[src/hdl/assert_macros.svh]
// ----------------------------------------------------------------------------
// Assertion macros
// Concurrent assertion shorthands shared by the annunciator RTL.
// ----------------------------------------------------------------------------
`ifndef ASSERT_MACROS_SVH
`define ASSERT_MACROS_SVH

// Same-cycle implication, disabled while reset is held.
`define ASSERT_IMPL(lbl, clk, rst_n, ante, cons) \
  lbl: assert property (@(posedge clk) disable iff (!(rst_n)) (ante) |-> (cons)) \
    else $error("assertion failed");

// Next-cycle implication, disabled while reset is held.
`define ASSERT_NEXT(lbl, clk, rst_n, ante, cons) \
  lbl: assert property (@(posedge clk) disable iff (!(rst_n)) (ante) |=> (cons)) \
    else $error("assertion failed");

`endif

[src/hdl/aan_pkg.sv]
// ----------------------------------------------------------------------------
// aan_pkg
// Shared types and constants for the alarm annunciator with snooze.
// ----------------------------------------------------------------------------
package aan_pkg;

  localparam int TIMER_WIDTH_DEF = 24;

  // Configuration port
  localparam int CFG_IDX_W  = 2;
  localparam int CFG_DATA_W = 16;
  localparam logic [CFG_IDX_W-1:0] CFG_BUZZER_EN    = 2'd0;
  localparam logic [CFG_IDX_W-1:0] CFG_SNOOZE_MIN   = 2'd1;
  localparam logic [CFG_IDX_W-1:0] CFG_STARTUP_WAIT = 2'd2;

  localparam logic        BUZZER_EN_RST    = 1'b1;
  localparam logic [15:0] STARTUP_WAIT_RST = 16'd30000;

  // Snooze limit is held pre-scaled to ticks: minutes * 60000 fits 24 bits
  localparam int          SNOOZE_LIMIT_W   = 24;
  localparam int          TICKS_PER_MINUTE = 60000;
  localparam logic [SNOOZE_LIMIT_W-1:0] SNOOZE_LIMIT_RST =
    SNOOZE_LIMIT_W'(5 * TICKS_PER_MINUTE);

  // Item kinds
  localparam logic ACT_TICK = 1'b0;
  localparam logic ACT_MUTE = 1'b1;

  // Alarm codes
  localparam logic [3:0] CODE_NONE     = 4'd0;
  localparam logic [3:0] CODE_FIRE     = 4'd1;
  localparam logic [3:0] CODE_SENSOR   = 4'd2;
  localparam logic [3:0] CODE_HIGH_TMP = 4'd3;
  localparam logic [3:0] CODE_FAN1     = 4'd4;
  localparam logic [3:0] CODE_FAN2     = 4'd5;
  localparam logic [3:0] CODE_FAN3     = 4'd6;
  localparam logic [3:0] CODE_FAN4     = 4'd7;
  localparam logic [3:0] CODE_LOW_TMP  = 4'd8;

  typedef struct packed {
    logic       action;
    logic       fire_active;
    logic       sensor_fault;
    logic       temp_critical_high;
    logic       temp_below_low;
    logic [3:0] fan_faults;
  } item_t;

  typedef struct packed {
    logic       buzzer_on;
    logic [3:0] alarm_code;
    logic       in_alarm;
    logic       alarm_logged;
    logic       alarm_cleared;
  } result_t;

endpackage

[src/hdl/aan_intf.sv]
// ----------------------------------------------------------------------------
// aan_in_if / aan_out_if
// Valid/ready channels carrying condition beats in and status beats out.
// ----------------------------------------------------------------------------
interface aan_in_if;
  logic       valid;
  logic       ready;
  logic       action;
  logic       fire_active;
  logic       sensor_fault;
  logic       temp_critical_high;
  logic       temp_below_low;
  logic [3:0] fan_faults;

  modport source (output valid, action, fire_active, sensor_fault,
                  temp_critical_high, temp_below_low, fan_faults,
                  input ready);
  modport sink   (input valid, action, fire_active, sensor_fault,
                  temp_critical_high, temp_below_low, fan_faults,
                  output ready);
endinterface

interface aan_out_if;
  logic       valid;
  logic       ready;
  logic       buzzer_on;
  logic [3:0] alarm_code;
  logic       in_alarm;
  logic       alarm_logged;
  logic       alarm_cleared;

  modport source (output valid, buzzer_on, alarm_code, in_alarm,
                  alarm_logged, alarm_cleared, input ready);
  modport sink   (input valid, buzzer_on, alarm_code, in_alarm,
                  alarm_logged, alarm_cleared, output ready);
endinterface

[src/hdl/alarm_annunciator_with_snooze_unit.sv]
// ----------------------------------------------------------------------------
// alarm_annunciator_with_snooze_unit
// Alarm annunciator: priority-encodes fault beats, runs the start-up wait,
// alarm and snooze modes, and drives buzzer and alarm status beats.
// ----------------------------------------------------------------------------
//  Channel  Dir  Handshake         Beat contents
//  in_ch    in   valid/ready       action, fault conditions, fan_faults
//  out_ch   out  valid/ready       buzzer_on, alarm_code, in_alarm, pulses
//  cfg_*    in   cfg_we only       cfg_idx, cfg_data (no read-back)
//
//  One beat per cycle sustained while out_ch takes beats; each beat yields
//  exactly one result beat. A beat passes the input register, then the
//  mode logic into the result register; state updates as it moves there.
//  Synchronous active-low reset: wait mode, code none, timer and config to
//  their reset values. A stalled out_ch holds both stages; in_ch.ready drops
//  only when both registers are full and out_ch is not taking.
// ----------------------------------------------------------------------------
`include "assert_macros.svh"

module alarm_annunciator_with_snooze_unit #(
  parameter int TIMER_WIDTH = aan_pkg::TIMER_WIDTH_DEF
) (
  input  logic                           clk,
  input  logic                           rst_n,
  aan_in_if.sink                         in_ch,
  aan_out_if.source                      out_ch,
  input  logic                           cfg_we,
  input  logic [aan_pkg::CFG_IDX_W-1:0]  cfg_idx,
  input  logic [aan_pkg::CFG_DATA_W-1:0] cfg_data
);

  // configuration
  logic                                buzzer_en_r;
  logic [15:0]                         startup_wait_r;
  logic [aan_pkg::SNOOZE_LIMIT_W-1:0]  snooze_limit_r;

  // pipeline
  aan_pkg::item_t   in_item, item_r;
  aan_pkg::result_t res, res_r;
  logic             s1_valid_r, out_valid_r;
  logic             adv, in_acc;
  logic [3:0]       code;

  always_comb begin
    in_item.action             = in_ch.action;
    in_item.fire_active        = in_ch.fire_active;
    in_item.sensor_fault       = in_ch.sensor_fault;
    in_item.temp_critical_high = in_ch.temp_critical_high;
    in_item.temp_below_low     = in_ch.temp_below_low;
    in_item.fan_faults         = in_ch.fan_faults;
  end

  // Snooze length is scaled to ticks on write, so the snooze compare sees
  // a ready-made limit and no multiplier sits in the beat path.
  always_ff @(posedge clk) begin
    if (!rst_n) begin
      buzzer_en_r    <= aan_pkg::BUZZER_EN_RST;
      startup_wait_r <= aan_pkg::STARTUP_WAIT_RST;
      snooze_limit_r <= aan_pkg::SNOOZE_LIMIT_RST;
    end else if (cfg_we) begin
      case (cfg_idx)
        aan_pkg::CFG_BUZZER_EN:    buzzer_en_r    <= cfg_data[0];
        aan_pkg::CFG_SNOOZE_MIN:   snooze_limit_r <=
          aan_pkg::SNOOZE_LIMIT_W'(cfg_data[7:0]) *
          aan_pkg::SNOOZE_LIMIT_W'(aan_pkg::TICKS_PER_MINUTE);
        aan_pkg::CFG_STARTUP_WAIT: startup_wait_r <= cfg_data[15:0];
        default: ;
      endcase
    end
  end

  // Stage handshake: a beat leaves the input register whenever the result
  // register is empty or being drained this cycle.
  assign adv         = s1_valid_r && (!out_valid_r || out_ch.ready);
  assign in_ch.ready = !s1_valid_r || adv;
  assign in_acc      = in_ch.valid && in_ch.ready;

  always_ff @(posedge clk) begin
    if (!rst_n) begin
      s1_valid_r  <= 1'b0;
      out_valid_r <= 1'b0;
    end else begin
      if (in_ch.ready) s1_valid_r <= in_ch.valid;
      if (adv)              out_valid_r <= 1'b1;
      else if (out_ch.ready) out_valid_r <= 1'b0;
    end
  end

  always_ff @(posedge clk) begin
    if (in_acc) item_r <= in_item;
    if (adv)    res_r  <= res;
  end

  aan_prio u_prio (
    .item (item_r),
    .code (code)
  );

  aan_ctrl #(
    .TIMER_WIDTH (TIMER_WIDTH)
  ) u_ctrl (
    .clk          (clk),
    .rst_n        (rst_n),
    .step         (adv),
    .item         (item_r),
    .code         (code),
    .buzzer_en    (buzzer_en_r),
    .startup_wait (startup_wait_r),
    .snooze_limit (snooze_limit_r),
    .res          (res)
  );

  assign out_ch.valid         = out_valid_r;
  assign out_ch.buzzer_on     = res_r.buzzer_on;
  assign out_ch.alarm_code    = res_r.alarm_code;
  assign out_ch.in_alarm      = res_r.in_alarm;
  assign out_ch.alarm_logged  = res_r.alarm_logged;
  assign out_ch.alarm_cleared = res_r.alarm_cleared;

  // buzzer only sounds from the alarm state proper
  `ASSERT_IMPL(a_buzzer_in_alarm, clk, rst_n,
               out_valid_r && res_r.buzzer_on, res_r.in_alarm)
  `ASSERT_IMPL(a_pulses_exclusive, clk, rst_n,
               out_valid_r && res_r.alarm_logged,
               !res_r.alarm_cleared && res_r.alarm_code != aan_pkg::CODE_NONE)
  `ASSERT_NEXT(a_stall_holds_stage, clk, rst_n,
               s1_valid_r && out_valid_r && !out_ch.ready,
               s1_valid_r && $stable(item_r))

endmodule

[src/hdl/aan_prio.sv]
// ----------------------------------------------------------------------------
// aan_prio
// Priority encoder: highest active fault condition to an alarm code.
// ----------------------------------------------------------------------------
module aan_prio (
  input  aan_pkg::item_t   item,
  output logic [3:0]       code
);

  always_comb begin
    if (item.fire_active)             code = aan_pkg::CODE_FIRE;
    else if (item.sensor_fault)       code = aan_pkg::CODE_SENSOR;
    else if (item.temp_critical_high) code = aan_pkg::CODE_HIGH_TMP;
    else if (item.fan_faults[0])      code = aan_pkg::CODE_FAN1;
    else if (item.fan_faults[1])      code = aan_pkg::CODE_FAN2;
    else if (item.fan_faults[2])      code = aan_pkg::CODE_FAN3;
    else if (item.fan_faults[3])      code = aan_pkg::CODE_FAN4;
    else if (item.temp_below_low)     code = aan_pkg::CODE_LOW_TMP;
    else                              code = aan_pkg::CODE_NONE;
  end

endmodule

[src/hdl/aan_ctrl.sv]
// ----------------------------------------------------------------------------
// aan_ctrl
// Mode state machine, shown code and tick timer; forms one status result.
// ----------------------------------------------------------------------------
`include "assert_macros.svh"

module aan_ctrl #(
  parameter int TIMER_WIDTH = aan_pkg::TIMER_WIDTH_DEF
) (
  input  logic                                clk,
  input  logic                                rst_n,
  input  logic                                step,
  input  aan_pkg::item_t                      item,
  input  logic [3:0]                          code,
  input  logic                                buzzer_en,
  input  logic [15:0]                         startup_wait,
  input  logic [aan_pkg::SNOOZE_LIMIT_W-1:0]  snooze_limit,
  output aan_pkg::result_t                    res
);

  localparam int CMP_W = (TIMER_WIDTH > aan_pkg::SNOOZE_LIMIT_W) ?
                         TIMER_WIDTH : aan_pkg::SNOOZE_LIMIT_W;

  typedef enum logic [1:0] {
    MODE_WAIT,
    MODE_IDLE,
    MODE_ALARM,
    MODE_SNOOZE
  } mode_t;

  mode_t                  mode_r, mode_nxt;
  logic [3:0]             shown_r, shown_nxt;
  logic [TIMER_WIDTH-1:0] elapsed_r, elapsed_nxt;
  logic [TIMER_WIDTH-1:0] elapsed_inc;
  logic                   logged, cleared, sounds;

  // saturating bump
  assign elapsed_inc = (&elapsed_r) ? elapsed_r : elapsed_r + TIMER_WIDTH'(1);

  always_comb begin
    mode_nxt    = mode_r;
    shown_nxt   = shown_r;
    elapsed_nxt = elapsed_r;
    logged      = 1'b0;
    cleared     = 1'b0;
    if (item.action == aan_pkg::ACT_MUTE) begin
      if (mode_r == MODE_ALARM || mode_r == MODE_SNOOZE) begin
        mode_nxt    = MODE_SNOOZE;
        elapsed_nxt = '0;
      end
    end else begin
      case (mode_r)
        MODE_WAIT: begin
          if (elapsed_inc >= TIMER_WIDTH'(startup_wait)) begin
            mode_nxt    = MODE_IDLE;
            elapsed_nxt = '0;
          end else begin
            elapsed_nxt = elapsed_inc;
          end
        end
        MODE_IDLE: begin
          if (code != aan_pkg::CODE_NONE) begin
            shown_nxt = code;
            logged    = 1'b1;
            mode_nxt  = MODE_ALARM;
          end
        end
        MODE_ALARM: begin
          if (code == aan_pkg::CODE_NONE) begin
            shown_nxt = aan_pkg::CODE_NONE;
            cleared   = 1'b1;
            mode_nxt  = MODE_IDLE;
          end else if (code != shown_r) begin
            shown_nxt = code;
            logged    = 1'b1;
          end
        end
        MODE_SNOOZE: begin
          elapsed_nxt = elapsed_inc;
          if (code == aan_pkg::CODE_NONE) begin
            shown_nxt = aan_pkg::CODE_NONE;
            cleared   = 1'b1;
            mode_nxt  = MODE_IDLE;
          end else if (code != shown_r) begin
            shown_nxt = code;
            logged    = 1'b1;
            mode_nxt  = MODE_ALARM;
          end else if (CMP_W'(elapsed_inc) > CMP_W'(snooze_limit)) begin
            mode_nxt  = MODE_ALARM;
          end
        end
        default: mode_nxt = MODE_WAIT;
      endcase
    end
  end

  // low temperature shows but stays silent
  assign sounds = (shown_nxt != aan_pkg::CODE_NONE) &&
                  (shown_nxt != aan_pkg::CODE_LOW_TMP);

  always_comb begin
    res.buzzer_on     = sounds && buzzer_en && (mode_nxt != MODE_SNOOZE);
    res.alarm_code    = shown_nxt;
    res.in_alarm      = (mode_nxt == MODE_ALARM) || (mode_nxt == MODE_SNOOZE);
    res.alarm_logged  = logged;
    res.alarm_cleared = cleared;
  end

  always_ff @(posedge clk) begin
    if (!rst_n) begin
      mode_r    <= MODE_WAIT;
      shown_r   <= aan_pkg::CODE_NONE;
      elapsed_r <= '0;
    end else if (step) begin
      mode_r    <= mode_nxt;
      shown_r   <= shown_nxt;
      elapsed_r <= elapsed_nxt;
    end
  end

  `ASSERT_IMPL(a_quiet_modes_no_code, clk, rst_n,
               mode_r == MODE_WAIT || mode_r == MODE_IDLE,
               shown_r == aan_pkg::CODE_NONE)
  `ASSERT_IMPL(a_alarm_modes_have_code, clk, rst_n,
               mode_r == MODE_ALARM || mode_r == MODE_SNOOZE,
               shown_r != aan_pkg::CODE_NONE)
  `ASSERT_NEXT(a_mute_snoozes, clk, rst_n,
               step && item.action == aan_pkg::ACT_MUTE && res.in_alarm,
               mode_r == MODE_SNOOZE && elapsed_r == '0)

endmodule
[src/flat_wrapper.sv]
// flat-port wrapper written by rule: the top's interface ports become plain ports
module alarm_annunciator_with_snooze_unit_flat 
#(
  parameter int TIMER_WIDTH = aan_pkg::TIMER_WIDTH_DEF
)
  (clk, rst_n, cfg_we, cfg_idx, cfg_data, in_ch_valid, in_ch_action, in_ch_fire_active, in_ch_sensor_fault, in_ch_temp_critical_high, in_ch_temp_below_low, in_ch_fan_faults, in_ch_ready, out_ch_valid, out_ch_buzzer_on, out_ch_alarm_code, out_ch_in_alarm, out_ch_alarm_logged, out_ch_alarm_cleared, out_ch_ready);
  aan_in_if in_ch_i ();
  aan_out_if out_ch_i ();
  input  logic clk;
  input  logic rst_n;
  input  logic cfg_we;
  input  logic [aan_pkg::CFG_IDX_W-1:0] cfg_idx;
  input  logic [aan_pkg::CFG_DATA_W-1:0] cfg_data;
  input wire logic [$bits(in_ch_i.valid)-1:0] in_ch_valid;
  input wire logic [$bits(in_ch_i.action)-1:0] in_ch_action;
  input wire logic [$bits(in_ch_i.fire_active)-1:0] in_ch_fire_active;
  input wire logic [$bits(in_ch_i.sensor_fault)-1:0] in_ch_sensor_fault;
  input wire logic [$bits(in_ch_i.temp_critical_high)-1:0] in_ch_temp_critical_high;
  input wire logic [$bits(in_ch_i.temp_below_low)-1:0] in_ch_temp_below_low;
  input wire logic [$bits(in_ch_i.fan_faults)-1:0] in_ch_fan_faults;
  output wire logic [$bits(in_ch_i.ready)-1:0] in_ch_ready;
  output wire logic [$bits(out_ch_i.valid)-1:0] out_ch_valid;
  output wire logic [$bits(out_ch_i.buzzer_on)-1:0] out_ch_buzzer_on;
  output wire logic [$bits(out_ch_i.alarm_code)-1:0] out_ch_alarm_code;
  output wire logic [$bits(out_ch_i.in_alarm)-1:0] out_ch_in_alarm;
  output wire logic [$bits(out_ch_i.alarm_logged)-1:0] out_ch_alarm_logged;
  output wire logic [$bits(out_ch_i.alarm_cleared)-1:0] out_ch_alarm_cleared;
  input wire logic [$bits(out_ch_i.ready)-1:0] out_ch_ready;
  assign in_ch_i.valid = in_ch_valid;
  assign in_ch_i.action = in_ch_action;
  assign in_ch_i.fire_active = in_ch_fire_active;
  assign in_ch_i.sensor_fault = in_ch_sensor_fault;
  assign in_ch_i.temp_critical_high = in_ch_temp_critical_high;
  assign in_ch_i.temp_below_low = in_ch_temp_below_low;
  assign in_ch_i.fan_faults = in_ch_fan_faults;
  assign in_ch_ready = in_ch_i.ready;
  assign out_ch_valid = out_ch_i.valid;
  assign out_ch_buzzer_on = out_ch_i.buzzer_on;
  assign out_ch_alarm_code = out_ch_i.alarm_code;
  assign out_ch_in_alarm = out_ch_i.in_alarm;
  assign out_ch_alarm_logged = out_ch_i.alarm_logged;
  assign out_ch_alarm_cleared = out_ch_i.alarm_cleared;
  assign out_ch_i.ready = out_ch_ready;
  alarm_annunciator_with_snooze_unit #(.TIMER_WIDTH(TIMER_WIDTH)) u_core (.clk(clk), .rst_n(rst_n), .in_ch(in_ch_i), .out_ch(out_ch_i), .cfg_we(cfg_we), .cfg_idx(cfg_idx), .cfg_data(cfg_data));
endmodule
[config.mk]
export PLATFORM = sky130hd
export DESIGN_NAME = alarm_annunciator_with_snooze_unit_flat
export DESIGN_NICKNAME = d
export VERILOG_FILES = /design/src/hdl/aan_pkg.sv /design/src/hdl/aan_intf.sv /design/src/hdl/alarm_annunciator_with_snooze_unit.sv /design/src/hdl/aan_prio.sv /design/src/hdl/aan_ctrl.sv /design/src/flat_wrapper.sv
export VERILOG_INCLUDE_DIRS = /design/src /design/src/hdl
export SDC_FILE = /design/constraint.sdc
export NUM_CORES = 1
export LEC_CHECK = 0
export ABC_AREA = 1
export BUFFER_PORTS_ARGS = -buffer_cell sky130_fd_sc_hd__clkbuf_2
export CORE_ASPECT_RATIO = 1.25
export CORE_MARGIN = 1
export CORE_UTILIZATION = 30
export CTS_BUF_LIST = sky130_fd_sc_hd__clkbuf_16
export DETAILED_ROUTE_END_ITERATION = 10
export PLACE_DENSITY = 0.54
export SLEW_MARGIN = 20
export SYNTH_ARGS = -nofsm -noshare
export SYNTH_HDL_FRONTEND = slang
export SYNTH_SLANG_ARGS = --single-unit
[constraint.sdc]
create_clock -name clk -period 3.9 [get_ports clk]
set_input_delay 0.585 -clock clk [delete_from_list [all_inputs] [get_ports clk]]
set_output_delay 0.585 -clock clk [all_outputs]
set_load 0.01 [all_outputs]
==> metrics.md <==
| Metric | Value |
|---|---|
| Clock latency on the worst-skew pair | roughly 0.36 ns |
| Primary FF master, synth | dfxtp_1 |
| CTS Sinks | 85 |
| Status | complete, but fails checks |
| Drt via density | approximately 4.6 |
| Layout cells sized above 1 | 0.2152 |
| Die Area | approximately 24,000 um^2 |
| Leak | roughly 0.0042 uW |
| YS warnings | 0 |
| Initial core utilization | 0.3065 |
| DRT antenna net count | 0 |
| CP max stage delay | between 0.5 and 0.6 ns |
| Synth Cell Area | just over 7000 um^2 |
| Worst-path cell chain | buf_6 -> fa_1 -> fa_1 -> inv_2 -> fa_1 -> inv_1 -> fa_2 -> ha_4 -> nand2_1 -> nor2_1 -> inv_1 -> nor3_1 -> nand2_1 -> o211ai_1 -> a21oi_1 -> o21bai_1 -> or2_2 -> nand3_1 -> o211ai_1 -> inv_1 |
| Yosys top cell by area | dfxtp_1 |
| Worst setup margin | between 0.05 and 0.06 ns |
| Simple-gate share of the synthesized area | 0.2280 |
| Final setup vio count | 0 |
| Largest net degree at the start of global routing | ~40 |
| Placeable Area | about 23,000 um^2 |
| GPL Wtd Cong | roughly 0.84 |
| FF+latch count, synth | 85 |
| Fill count | ~2,400 |
| Dpl hpwl | ~14,000 um |
| Distinct cell type count after synthesis | 38 |
| Syn Nets | ~1,100 |
| First DRT Iteration DRCs | around 220 |
| Drt wl/cell | around 13 um |
| First-pass GRT wire length | 29,370 um |
| Critical Path RT | 4.15 ns |
| Final period utilization | 0.9856 |
| Placed Area | between 8000 and 9000 um^2 |
| Drt pass-1 iters | 9 |
| Worst Min Path Start | in_ch_fan_faults[3] |
| Port bufs | 41 |
| Adder-cell share of the synthesized area | 0.2236 |
| PD cells | around 360 nW/um^2 |
| Largest fanout on the critical path | 3 |
| Largest family of logic cells by synthesized area | simple AND/OR/NAND/NOR gates |
| CTS tree | done |
| Reg clk slew, reported paths | around 0.07 ns |
| Commonest non-fill, non-tap cell in the layout | nand2_1 |
| Ranking of synthesized cells by area | dfxtp_1 19%, ha_1 16%, nand2_1 9.7% |
| Sequential-to-total area share from yosys stat | 0.2651 |
| Cts bufs inserted | 9 |
| Synthesis-to-layout area growth | 20.57% |
| Critical Path End Type | flop |
| FF-to-FF Start | u_core.u_ctrl.elapsed_r[0] |
| Top-level port count | 42 |
| Layout Skew | ~0.015 ns |
| Syn avg cell area | 7.601 um^2 |
| XOR/XNOR Fraction of Synth Area | 0.03101 |
| Commonest non-fill, non-tap cells in the layout | 180 x nand2_1, 179 x inv_1, 88 x ha_1, 74 x buf_4, 65 x dfxtp_1 |
| Total track usage | 0.1525 |
| Dpl ws | -0.3762 ns |
| Multiplexer share of the synthesized area | 0 |
| Routed via count | slightly above 6,000 |
| Antenna cells | 0 |
| Maxcap violations | 0 |
| Worst vdd ir | about 0.00016 V |
| Placement row count | 62 |
| Crit path kind | in2reg |
| RSZ-0062 raised after global routing | yes |
| Root Buffer | clkbuf_16 |
| Initial antenna violation count | 0 |
| Post-route minimum period | between 3 and 4 ns |
| Post-synth EDFFs | 17 |
| CTS H-Tree Depth | 3 |
| Total Routed Length | 17,510 um |
| Tightest Pin Transition | between 0.6 and 0.7 ns |
| Slowest cell on crit path | fa_1 |
| CP Launch Type | input pin |
| Post-synth top area share | 0.1928 |
| Rel. slew slack | 0.5932 |
| Layout Cell Area excl Fill | 8514 um^2 |
| Die X | roughly 140 um |
| GR Overflow Total | 0 |
| Hold Vio Cnt, Final | 0 |
| Failing checks | design-rule violations |
| Async set-reset flop share out of synthesis | 0 |
| Worst EP arrival | approximately 4 ns |
| F_max | around 260 MHz |
| Fin. max-slew vios | 0 |
| Vias in the first global route | between 6,000 and 7,000 |
| Layout Nets | around 1,200 |
| Clock Path Buffers | 2 |
| Min-delay worst type | in2reg |
| Synth Area in Compound Gates | 0.1398 |
| Cell count after synthesis | ~930 |
| Beginning of the critical path | cfg_data[2] |
| Die H | between 150 and 200 um |
| # DRC | 3 |
[cells in the mapped netlist (22+ instances only)]
library cell and n:
nand2_1 183, ha_1 91, nor2_1 55, dfxtp_1 68, nand3_2 22, fa_1 22
a21oi_1 65, o21ai_0 40, nand3_1 37, inv_1 180, a21oi_2 22
[critical path, delay by kind of cell]
| kind | cells | cell delay (ns) |
|---|---|---|
| adder cells (fa/ha/maj) | 5 | 2.23 |
| AND/OR/NAND/NOR | 6 | 0.52 |
| AO/OA/AOI/OAI | 4 | 0.47 |
| buffers and inverters | 5 | 0.30 |
[worst paths after layout]
kind                                             endpoint  slack [ns]  cells after the start
worst max-delay path            u_core.snooze_limit_r[23]        0.06                     20
worst min-delay path                     u_core.item_r[3]        0.41                      1
worst max register to register    u_core.out_ch.buzzer_on        0.39                     30
worst min register to register   u_core.startup_wait_r[1]        0.47                      2
[metrics by stage]
step	total power, uW	setup TNS (ns)	utilization	cells	hold slack, ns
2_1_floorplan	1692	-0.09859	-	929	0.4276
3_3_place_gp	2127	-1.538	0.3516	1310	0.4468
3_5_place_dp	2128	-1.765	0.3516	1310	0.4588
4_1_cts	3038	-0.01556	0.3648	1326	0.3945
5_1_grt	3307	-0.3646	0.3696	1329	0.3932
6_report	3084	0	0.3696	1329	0.4051
[power by group]
part / internal, uW / switching (uW)
Sequential: 937 / 17.0
Combinational: 594 / 631
Clock: 505 / 401
[cells by family after synthesis]
kind of cell,Yosys count
xor gates and xnor gates,25
DFF,85
adders and majority gates,113
buffers and inverters,202
and+or+nand+nor,340
AOI/OAI and AO/OA,164
[per-layer routing]
metal  vias up  track usage  part of all wire
li1       3210            -                 -
met1      2792       0.1720              0.43
met2        73       0.2902              0.53
met3        23      0.02099             0.024
met4         0      0.05093             0.019
met5         -            0                 0
[registers in the layout, indices dropped and copies added, names as in the netlist]
| register | count |
|---|---|
| u_core.u_ctrl.mode_r | 2 |
| u_core.out_ch.buzzer_on | 1 |
| u_core.startup_wait_r | 16 |
| u_core.u_ctrl.elapsed_r | 24 |
| u_core.u_ctrl.shown_r | 4 |
| u_core.out_ch.alarm_cleared | 1 |
| u_core.out_ch.alarm_logged | 1 |
| u_core.buzzer_en_r | 1 |
| u_core.s1_valid_r | 1 |
| u_core.snooze_limit_r | 19 |
| u_core.item_r | 9 |
| u_core.out_ch.in_alarm | 1 |
| u_core.out_ch.alarm_code | 4 |
| u_core.out_ch.valid | 1 |
[layout make-up]
class / count / area (um^2) / share of cell area
clock buffer: 9 / 225.2 / 0.02645
sequential: 85 / 1876 / 0.2203
tap: 288 / 360.3 / 0.04232
clock inverter: 7 / 78.83 / 0.009258
inverter: 181 / 679.4 / 0.07979
multi-input combinational: 642 / 4497 / 0.5281
timing repair buffer: 117 / 798.3 / 0.09375
[repair_timing]
item | in CTS | in global routing
buffers inserted | 0 | 3
endpoints found under the setup margin | 1 | 30
hold buffers | 0 | 0
gates resized for setup | 0 | 27
pin swaps | 0 | 10
hold endpoints to repair | 0 | 0
Power figures use the tool's default switching activity.
